## config.mk

```make
export PLATFORM = sky130hd
export DESIGN_NAME = nonzero_moving_average
export DESIGN_NICKNAME = d
export VERILOG_FILES = /design/src/rtl/nma_pkg.sv /design/src/rtl/nonzero_moving_average.sv /design/src/rtl/nma_window.sv /design/src/rtl/nma_divider.sv
export SDC_FILE = /design/constraint.sdc
export NUM_CORES = 1
export LEC_CHECK = 0
export BUFFER_PORTS_ARGS = -buffer_cell sky130_fd_sc_hd__buf_2
export CORE_UTILIZATION = 57
export DETAILED_ROUTE_END_ITERATION = 7
export PLACE_DENSITY = 0.84
export SYNTH_ARGS = -nofsm -noshare
export SYNTH_HDL_FRONTEND = slang
export SYNTH_SLANG_ARGS = --single-unit
```

## constraint.sdc

```tcl
create_clock -name clk -period 3 [get_ports clk]
set_input_delay 0 -clock clk [delete_from_list [all_inputs] [get_ports clk]]
set_output_delay 0 -clock clk [all_outputs]
set_load 0.05 [all_outputs]
```

## src/rtl/nma_pkg.sv

```systemverilog
// ----------------------------------------------------------------------------
// nma_pkg
// Shared constants, types and sequencer states for the nonzero moving average.
// ----------------------------------------------------------------------------
package nma_pkg;

  localparam int WINDOW_LEN  = 30;
  localparam int SAMPLE_BITS = 12;

  localparam int SLOT_W = $clog2(WINDOW_LEN);
  localparam int CNT_W  = $clog2(WINDOW_LEN + 1);
  // WINDOW_LEN * (2^SAMPLE_BITS - 1) < 2^(SAMPLE_BITS + clog2(WINDOW_LEN))
  localparam int SUM_W  = SAMPLE_BITS + $clog2(WINDOW_LEN);
  localparam int STEP_W = $clog2(SUM_W);

  typedef logic [SAMPLE_BITS-1:0] sample_t;
  typedef logic [SLOT_W-1:0]      slot_t;
  typedef logic [CNT_W-1:0]       count_t;
  typedef logic [SUM_W-1:0]       sum_t;

  typedef enum logic [2:0] {
    ST_IDLE,
    ST_READ,
    ST_START,
    ST_DIV,
    ST_DONE
  } state_t;

  typedef struct packed {
    logic  rd_en;
    logic  wr_en;
    slot_t addr;
  } win_req_t;

  typedef struct packed {
    logic start;
  } div_ctl_t;

  typedef struct packed {
    logic busy;
    logic done;
  } div_sts_t;

endpackage

```

## src/rtl/nonzero_moving_average.sv

```systemverilog
// ----------------------------------------------------------------------------
// nonzero_moving_average
// 30-entry moving average of nonzero samples with a sequential divider.
// ----------------------------------------------------------------------------
// one transaction in flight at a time; a new sample is taken only once the
//   previous result has been loaded into the output register. The quotient
//   comes from the one-bit-per-cycle restoring divider; the empty-window case
//   skips the divider
// reset: synchronous active low; ring reads as all zero, sum, count, slot cleared
module nonzero_moving_average (
  input  logic                     clk,
  input  logic                     rst_n,
  input  logic                     in_valid,
  output logic                     in_ready,
  input  logic [nma_pkg::SAMPLE_BITS-1:0] in_sample,
  output logic                     out_valid,
  input  logic                     out_ready,
  output logic [nma_pkg::SAMPLE_BITS-1:0] out_average,
  output logic                     out_empty_res
);
  import nma_pkg::*;

  state_t    state_r, state_nxt;
  sample_t   sample_r;
  slot_t     slot_r, slot_nxt;
  sum_t      sum_r, sum_nxt;
  count_t    cnt_r, cnt_nxt;
  logic      empty_r;
  logic      out_valid_r;
  sample_t   out_average_r;
  logic      out_empty_r;

  win_req_t  win_req;
  sample_t   old_sample;
  div_ctl_t  div_ctl;
  div_sts_t  div_sts;
  sum_t      quo;
  logic      out_free;
  logic      out_load;

  nma_window u_window (
    .clk     (clk),
    .rst_n   (rst_n),
    .req     (win_req),
    .wr_data (sample_r),
    .rd_data (old_sample)
  );

  nma_divider u_divider (
    .clk   (clk),
    .rst_n (rst_n),
    .ctl   (div_ctl),
    .num   (sum_r),
    .den   (cnt_r),
    .sts   (div_sts),
    .quo   (quo)
  );

  assign out_free = !out_valid_r || out_ready;

  // next state
  always_comb begin
    state_nxt = state_r;
    case (state_r)
      ST_IDLE:  if (in_valid) state_nxt = ST_READ;
      ST_READ:  state_nxt = ST_START;
      ST_START: state_nxt = (cnt_r == '0) ? ST_DONE : ST_DIV;
      ST_DIV:   if (div_sts.done) state_nxt = ST_DONE;
      ST_DONE:  if (out_free) state_nxt = ST_IDLE;
      default:  state_nxt = ST_IDLE;
    endcase
  end

  // sequencer outputs
  always_comb begin
    in_ready       = 1'b0;
    win_req.rd_en  = 1'b0;
    win_req.wr_en  = 1'b0;
    win_req.addr   = slot_r;
    div_ctl.start  = 1'b0;
    out_load       = 1'b0;
    case (state_r)
      ST_IDLE: begin
        in_ready      = 1'b1;
        win_req.rd_en = in_valid;
      end
      ST_READ:  win_req.wr_en = 1'b1;
      ST_START: div_ctl.start = (cnt_r != '0);
      ST_DIV:   ;
      ST_DONE:  out_load = out_free;
      default:  ;
    endcase
  end

  // window bookkeeping, applied once the oldest entry has been read
  always_comb begin
    sum_nxt  = sum_r - SUM_W'(old_sample) + SUM_W'(sample_r);
    cnt_nxt  = cnt_r - CNT_W'(old_sample != '0) + CNT_W'(sample_r != '0);
    slot_nxt = (slot_r == SLOT_W'(WINDOW_LEN - 1)) ? '0 : slot_r + 1'b1;
  end

  always_ff @(posedge clk) begin
    if (in_valid && in_ready) begin
      sample_r <= in_sample;
    end
    if (state_r == ST_START) begin
      empty_r <= (cnt_r == '0);
    end
    if (out_load) begin
      out_average_r <= empty_r ? '0 : quo[SAMPLE_BITS-1:0];
      out_empty_r   <= empty_r;
    end
  end

  always_ff @(posedge clk) begin
    if (!rst_n) begin
      state_r     <= ST_IDLE;
      slot_r      <= '0;
      sum_r       <= '0;
      cnt_r       <= '0;
      out_valid_r <= 1'b0;
    end else begin
      state_r <= state_nxt;
      if (state_r == ST_READ) begin
        slot_r <= slot_nxt;
        sum_r  <= sum_nxt;
        cnt_r  <= cnt_nxt;
      end
      if (out_load) begin
        out_valid_r <= 1'b1;
      end else if (out_ready) begin
        out_valid_r <= 1'b0;
      end
    end
  end

  assign out_valid     = out_valid_r;
  assign out_average   = out_average_r;
  assign out_empty_res = out_empty_r;

`ifndef SYNTHESIS
  a_cnt_range: assert property (@(posedge clk) disable iff (!rst_n)
    cnt_r <= CNT_W'(WINDOW_LEN))
    else $error("nonzero count exceeds window length");

  a_div_nonzero: assert property (@(posedge clk) disable iff (!rst_n)
    div_ctl.start |-> cnt_r != '0)
    else $error("divider started with zero count");

  a_empty_zero: assert property (@(posedge clk) disable iff (!rst_n)
    out_valid && out_empty_res |-> out_average == '0)
    else $error("empty result carries nonzero average");

  a_one_at_a_time: assert property (@(posedge clk) disable iff (!rst_n)
    in_valid && in_ready |=> !in_ready && !div_sts.busy)
    else $error("new transaction taken while one is in flight");
`endif

endmodule

```

## src/rtl/nma_window.sv

```systemverilog
// ----------------------------------------------------------------------------
// nma_window
// Sample ring memory with per-entry valid bits; an unwritten entry reads as 0.
// ----------------------------------------------------------------------------
module nma_window (
  input  logic                clk,
  input  logic                rst_n,
  input  nma_pkg::win_req_t   req,
  input  nma_pkg::sample_t    wr_data,
  output nma_pkg::sample_t    rd_data
);
  import nma_pkg::*;

  sample_t                 mem [WINDOW_LEN];
  logic [WINDOW_LEN-1:0]   valid_r;
  sample_t                 rd_data_r;
  logic                    rd_valid_r;

  always_ff @(posedge clk) begin
    if (req.wr_en) begin
      mem[req.addr] <= wr_data;
    end
    if (req.rd_en) begin
      rd_data_r <= mem[req.addr];
    end
  end

  always_ff @(posedge clk) begin
    if (!rst_n) begin
      valid_r    <= '0;
      rd_valid_r <= 1'b0;
    end else begin
      if (req.wr_en) begin
        valid_r[req.addr] <= 1'b1;
      end
      if (req.rd_en) begin
        rd_valid_r <= valid_r[req.addr];
      end
    end
  end

  assign rd_data = rd_valid_r ? rd_data_r : '0;

endmodule

```

## src/rtl/nma_divider.sv

```systemverilog
// ----------------------------------------------------------------------------
// nma_divider
// Restoring divider, one quotient bit per cycle, window sum by nonzero count.
// ----------------------------------------------------------------------------
module nma_divider (
  input  logic              clk,
  input  logic              rst_n,
  input  nma_pkg::div_ctl_t ctl,
  input  nma_pkg::sum_t     num,
  input  nma_pkg::count_t   den,
  output nma_pkg::div_sts_t sts,
  output nma_pkg::sum_t     quo
);
  import nma_pkg::*;

  count_t              rem_r, rem_nxt;
  sum_t                quo_r, quo_nxt;
  count_t              den_r;
  logic [STEP_W-1:0]   step_r;
  logic                busy_r;
  logic                done_r;
  logic [CNT_W:0]      shifted;
  logic [CNT_W:0]      diff;
  logic                ge;

  always_comb begin
    shifted = {rem_r, quo_r[SUM_W-1]};
    diff    = shifted - {1'b0, den_r};
    ge      = (shifted >= {1'b0, den_r});
    rem_nxt = ge ? diff[CNT_W-1:0] : shifted[CNT_W-1:0];
    quo_nxt = {quo_r[SUM_W-2:0], ge};
  end

  always_ff @(posedge clk) begin
    if (ctl.start) begin
      rem_r <= '0;
      quo_r <= num;
      den_r <= den;
    end else if (busy_r) begin
      rem_r <= rem_nxt;
      quo_r <= quo_nxt;
    end
  end

  always_ff @(posedge clk) begin
    if (!rst_n) begin
      busy_r <= 1'b0;
      done_r <= 1'b0;
      step_r <= '0;
    end else begin
      done_r <= 1'b0;
      if (ctl.start) begin
        busy_r <= 1'b1;
        step_r <= STEP_W'(SUM_W - 1);
      end else if (busy_r) begin
        step_r <= step_r - 1'b1;
        if (step_r == '0) begin
          busy_r <= 1'b0;
          done_r <= 1'b1;
        end
      end
    end
  end

  assign sts.busy = busy_r;
  assign sts.done = done_r;
  assign quo      = quo_r;

endmodule

```

==> metrics, run 1 <==
status finished clean; Syn. warnings 0; Worst Setup Path Type register to register; skew final between 0.02 and 0.03 ns; family with the most delay on the worst path simple AND/OR/NAND/NOR gates; area of the multi-input gates around 5700 um^2; drt via density approximately 6.5; io pins 31; Layout fillers roughly 2,200; Logic pwr share between 20% and 30%; vias in the first global route ~12,000; Stages on worst setup path 13; final hold viol count 0; Final setup viols 0; first drt pass iteration count 5; sequential power share a little over two fifths; Syn Inst Count 1,256; Wirelength per Cell between 20 and 30 um; Worst-Margin Slew 1.257 ns; Post-DRT Antenna Nets 0; crit start category register; IO Port Bufs 30; clock network fraction of total power 27.9%; unrepaired setup endpoints after global routing true; flop2flop setup slack roughly 0.074 ns; first-pass GRT wire length around 74,000 um; initial antenna violation count 0; synth top area cells edfxtp_1, mux4_2, dfxtp_1; Worst EP required roughly 3.5 ns; crit path time final between 2 and 3 ns; reg2reg start u_window.rd_valid_r; crit path capture type register; mean post-synth cell area 16.19 um^2; final std cell area, no fill between 20,000 and 25,000 um^2; CTS clk-pin slew, worst paths around 0.07 ns; Post-synth EDFFs 420; die area ~36,000 um^2; M1 GR Usage approximately 36%; MaxCap Viol Count 0; clock root cell clkbuf_16; CTS tree done; # clock sinks approximately 490; Synth Register Bits between 400 and 500; met3 Usage GRT between 5 and 6%; drt first-iter violations between 1,500 and 2,000; post-DP HPWL between 20,000 and 30,000 um; cts bufs inserted 47; area share of the largest cell type after synthesis between 60% and 70%; CP endpoint cnt_r[4]; top cells by instance count after synthesis edfxtp_1, mux4_2, dfxtp_1, inv_1, nor2_1; Critical Path Fanout Max 13; count leader, synth edfxtp_1; Area Overhead vs Synth 13.16%; grt ovf 0; CP startpoint u_window.rd_valid_r; Layout Nets 1,427; CP Cell Sequence and2_1 -> nor4_1 -> nand3_1 -> ha_1 -> inv_1 -> ha_1 -> fa_1 -> a21oi_1 -> nor2_1 -> nor2_1 -> xnor2_1 -> or3_1 -> a21boi_1; Synth Cell Area slightly above 20,000 um^2; Pwr per Cell Area approximately 870 nW/um^2; DR vias ~12,000; core footprint roughly 35,000 um^2; Hold Startpoint rst_n; Leak between 7 and 8 nW; GRT Util Overall 27.97%; Crit path buffers/inverters 1; largest net degree at the start of global routing slightly below 50; Placer Congestion about 0.88; busiest grt layer met2; Int Power approximately 14 mW; H-tree depth 2; Initial Util 58.44%; Critical Path AT 3.43 ns; top_reg_cell synth edfxtp_1; worst-case clock buffer depth 3; Max VDD drop ~610 uV; post-synth top area cell edfxtp_1; FF-to-FF End cnt_r[4]; sequential element share of the synthesized area between 60% and 70%; synth unique cells a little under 60; Slowest-stage cell, CP fa_1; register area roughly 14,000 um^2; Die Y 190.9 um; Tcrit/Tclk final around 100%; Inserted Diodes 0; met2 usage between 40% and 50%; Post-Route WL ~50,000 um; Max Freq ~0.34 GHz; Sw Ratio about a third; Async S/R FF share, synth 0%; die width 190.9 um; DRC Markers 0; share of cells above drive strength 1 19.69%; syn nets between 1,000 and 1,500; slew margin rel. approximately 16%; worst hold path class input port to register; total negative slack 0 ns; final core occ about 66%; sw power approximately 6.4 mW; pins over their slew limit 0; Placement Cell Area roughly 21,000 um^2; critical path's largest stage delay just over 0.4 ns; Site Rows slightly below 70; worst skew pair latency 0.58 ns; FF-to-FF path depth 13
-- power by group through the flow --
stage	combinational [mW]	sequential (mW)	clock (mW)
2_1_floorplan	3.87	8.91	0
4_1_cts	5.70	8.62	5.62
3_3_place_gp	5.47	8.74	0
3_5_place_dp	5.63	8.76	0
5_1_grt	6.34	8.68	5.91
6_report	5.84	8.63	5.59
-- placed cells by master (no fill, tap or decap), types with 15 or more instances in the layout --
master / n
mux2i_1: 16
clkbuf_16: 47
a21oi_1: 28
mux4_2: 91
clkbuf_1: 15
and2_1: 18
nand3_1: 18
buf_4: 69
nor2b_1: 19
a22oi_1: 39
dfxtp_1: 71
ha_1: 33
nand2_1: 63
nand4_1: 23
inv_1: 73
nor2_1: 73
o21ai_0: 36
buf_2: 30
edfxtp_1: 420
o21a_1: 35
-- cells by family after synthesis --
logic type | count (synthesis) | synth area share, %
simple gates | 261 | 6.473
compound gates | 193 | 6.356
mux | 107 | 10.87
xor+xnor | 20 | 0.8614
fa+ha+maj | 48 | 3.470
flops | 494 | 69.30
buf+inv | 133 | 2.670
-- per-layer routing --
metal / part of all wire, % / wire (um)
met1: 35 / 17530
met2: 49 / 24080
met3: 11 / 5252
met4: 5.1 / 2528
met5: 0 / 0
-- worst min path at each step --
| stage | to | slack [ns] | depth (start not counted) |
|---|---|---|---|
| CTS | state_r[2] | 0.004 | 2 |
| floorplan | sample_r[0] | 0.1 | 0 |
| global route | u_window.valid_r[8] | 0.05 | 2 |
| global placement | sample_r[6] | 0.18 | 1 |
| finish | u_window.valid_r[8] | 0.02 | 2 |
| detailed placement | sample_r[3] | 0.18 | 1 |
-- final cells by class --
type	count	share of cell area, %
Clock buffer	66	5.595
Clock inverter	22	0.6633
Inverter	74	1.207
Multi-Input combinational cell	629	24.92
Sequential cell	494	61.28
Tap cell	455	2.474
Timing Repair Buffer	117	3.860
-- timing repair --
item,4_1_cts,5_1_grt
endpoints found under the hold margin,15,0
resized for setup,0,9
hold buffers,14,0
endpoints found under the setup margin,0,8
setup buffers,0,3
-- per-stage QoR --
stage                     instances  hold WS, ns  power (mW)  worst slack, ns
after floorplan                1256      0.09887       12.77          0.01134
after global placement         1752       0.1771       14.20          0.08265
after detailed placement       1752       0.1783       14.39          0.07783
after CTS                      1854     0.004090       19.95          0.03442
after global routing           1857      0.04684       20.93          -0.1023
final                          1857      0.02366       20.07          0.07442
-- state kept, by name (all words and copies together) (netlist names), 5 cells and up --
name and count:
u_window.mem 360, u_window.valid_r 30, sum_r 17, u_divider.quo 17
out_average 12, sample_r 12, u_window.rd_data_r 12, cnt_r 5
slot_r 5, u_divider.den_r 5, u_divider.rem_r 5, u_divider.step_r 5
Note: power is estimated with default switching activity, not from simulation.
==> run 2: changes to the inputs <==
--- a/config.mk
+++ b/config.mk
@@ -5,10 +5,11 @@
 export SDC_FILE = /design/constraint.sdc
 export NUM_CORES = 1
 export LEC_CHECK = 0
+export ABC_AREA = 1
 export BUFFER_PORTS_ARGS = -buffer_cell sky130_fd_sc_hd__buf_2
-export CORE_UTILIZATION = 57
+export CORE_UTILIZATION = 63
 export DETAILED_ROUTE_END_ITERATION = 7
-export PLACE_DENSITY = 0.84
+export PLACE_DENSITY = 0.88
 export SYNTH_ARGS = -nofsm -noshare
 export SYNTH_HDL_FRONTEND = slang
 export SYNTH_SLANG_ARGS = --single-unit
==> constraint.sdc (replaced) <==
create_clock -name clk -period 3.2 [get_ports clk]
set_input_delay 0 -clock clk [delete_from_list [all_inputs] [get_ports clk]]
set_output_delay 0 -clock clk [all_outputs]
set_load 0.05 [all_outputs]
==> metrics, run 2 <==
Logic pwr share 34.6%; unrepaired setup endpoints after global routing false; Synth Register Bits between 400 and 500; Worst EP required ~3.7 ns; Critical Path Fanout Max 13; Crit path buffers/inverters 2; grt ovf 0; Placer Congestion about 0.9; top cells by instance count after synthesis edfxtp_1, nor2_1, nand2_1, inv_1, o21ai_0; worst skew pair latency approximately 0.57 ns; CTS tree done; crit path capture type register; sequential power share between 30% and 40%; pins over their slew limit 0; sequential element share of the synthesized area between 60% and 70%; Async S/R FF share, synth 0%; initial antenna violation count 1; first-pass GRT wire length between 70,000 and 80,000 um; slew margin rel. about 36%; max reg flops 360; synth top area cells edfxtp_1, dfxtp_1, nor2_1; Most Frequent Cell on Critical Path nand2_1; CP Cell Sequence nand2_1 -> inv_1 -> nor4_1 -> nand3_1 -> ha_1 -> inv_1 -> ha_1 -> fa_1 -> nand2_1 -> nand2_1 -> a21oi_1 -> nor2_1 -> nor2_1 -> nand2_1 -> nand2_1 -> nand2_1 -> nor2_1; commonest non-fill, non-tap cell in the layout edfxtp_1; largest net degree at the start of global routing roughly 140; skew final about 0.023 ns; final hold viol count 0; Layout Nets about 2,100; die width roughly 190 um; Post-synth EDFFs 420; Site Rows 66; Slowest-stage cell, CP dfxtp_1; core footprint approximately 33,000 um^2; area share of the largest cell type after synthesis approximately three fifths; Syn Inst Count between 1,500 and 2,000; drt via density between 6 and 7; io pins 31; Post-CTS Setup Bufs 0; clock root cell clkbuf_16; post-DP HPWL between 30,000 and 40,000 um; Layout Cells excl Fill 2,537; Largest Register u_window.mem; Layout fillers approximately 2,100; drt first-iter violations roughly 1,700; synth unique cells 44; Max Freq roughly 0.34 GHz; family with the most delay on the worst path simple AND/OR/NAND/NOR gates; first drt pass iteration count 6; Tcrit/Tclk final between 90 and 100%; Wirelength per Cell 20.72 um; Critical Path AT roughly 3.5 ns; Die Y 185.9 um; Pwr per Cell Area between 800 and 900 nW/um^2; Post-Route WL around 53,000 um; Regs by FF count u_window.mem (360), u_window.valid_r (30); worst-case clock buffer depth 3; H-tree depth 2; clock network fraction of total power a little over a quarter; most frequent cells in the layout edfxtp_1, nor2_1, nand2_1; Syn. warnings 0; Worst Setup Path Type register to register; Sw Ratio 36.73%; mean post-synth cell area around 11 um^2; Int Power 13.49 mW; post-synth top area cell edfxtp_1; syn nets 2,050; cts bufs inserted 48; crit start category register; critical path's largest stage delay between 0.4 and 0.5 ns; share of cells above drive strength 1 9.647%; CTS clk-pin slew, worst paths ~0.060 ns; IO Port Bufs 30; vias in the first global route between 10,000 and 15,000; total negative slack 0 ns; Final setup viols 0; MaxCap Viol Count 0; area of the multi-input gates 5969 um^2; Worst-Margin Slew around 0.96 ns; crit path time final between 2 and 3 ns; DRC Markers 0; Post-DRT Antenna Nets 0; DR vias 15,367; Initial Util approximately 65%; GRT Util Overall between 30% and 40%; register area between 10,000 and 15,000 um^2; die area roughly 35,000 um^2; # clock sinks about 500; Leak 9.208 nW; Area Overhead vs Synth 11.60%; sw power just under 8 mW; top_reg_cell synth edfxtp_1; Max VDD drop approximately 620 uV; count leader, synth edfxtp_1; status finished clean; Synth Cell Area between 20,000 and 25,000 um^2; Placed Instances 2,430; worst hold path class input port to register
run 2: logic make-up (layout without fill, tap and decap cells):
kind of cell | count (synthesis) | in the layout | synth area share (%)
simple gates | 774 | 774 | 14.70
flops | 494 | 494 | 66.17
compound gates | 371 | 371 | 9.246
buf+inv | 282 | 390 | 5.839
fa+ha+maj | 48 | 48 | 3.313
xor+xnor | 10 | 10 | 0.4112
mux | 7 | 7 | 0.3290
other cells | 0 | 1 | 0
run 2: final timing paths:
| path | to | cells past startpoint | slack [ns] | startpoint |
|---|---|---|---|---|
| max | cnt_r[4] | 17 | 0.25 | u_window.rd_valid_r |
| min | sample_r[3] | 2 | 0.17 | in_sample[3] |
| max reg2reg | cnt_r[4] | 17 | 0.25 | u_window.rd_valid_r |
| min reg2reg | u_divider.den_r[4] | 0 | 0.44 | cnt_r[4] |
run 2: final cells by class:
| type | instances | area share, % |
|---|---|---|
| Tap cell | 442 | 2.327 |
| Antenna cell | 1 | 0.01053 |
| Sequential cell | 494 | 59.32 |
| Clock buffer | 67 | 5.695 |
| Inverter | 195 | 3.100 |
| Timing Repair Buffer | 105 | 3.379 |
| Clock inverter | 23 | 1.053 |
| Multi-Input combinational cell | 1210 | 25.11 |
run 2: layer usage:
metal / part of all wire, % / GRT usage, %
met5: 0 / 0
met1: 35 / 37.25
met2: 48 / 51.31
met3: 11 / 6.809
met4: 6.3 / 19.05
run 2: per-stage QoR:
step	hold WS, ns	power, mW	setup WS (ns)	instance area [um^2]	util, %
after global routing	0.1661	22.43	0.01892	23770	72.32
after detailed placement	0.1958	15.45	0.3301	22000	66.93
after global placement	0.2039	15.11	0.4466	22000	66.93
final	0.1710	21.32	0.2459	23770	72.32
after floorplan	0.09887	13.69	0.5782	21300	-
after CTS	0.1660	21.16	0.2525	23760	72.30
run 2: repair_timing:
action	in CTS	in global routing
resized for setup	0	1
hold buffers	16	0
endpoints found under the setup margin	0	1
endpoints found under the hold margin	30	0
run 2: worst reg2reg max path: cells and delay by family, from the launching register on:
family / cells / cell delay [ns]
fa+ha+maj: 3 / 0.91
simple gates: 11 / 1.25
compound gates: 1 / 0.18
flops: 1 / 0.44
buf+inv: 2 / 0.12
run 2: power by group through the flow:
| stage | sequential, mW | combinational, mW | clock (mW) |
|---|---|---|---|
| CTS | 8.22 | 7.23 | 5.70 |
| finish | 8.23 | 7.38 | 5.71 |
| detailed placement | 8.34 | 7.11 | 0 |
| global route | 8.28 | 8.19 | 5.96 |
| floorplan | 8.55 | 5.14 | 0 |
| global placement | 8.32 | 6.79 | 0 |
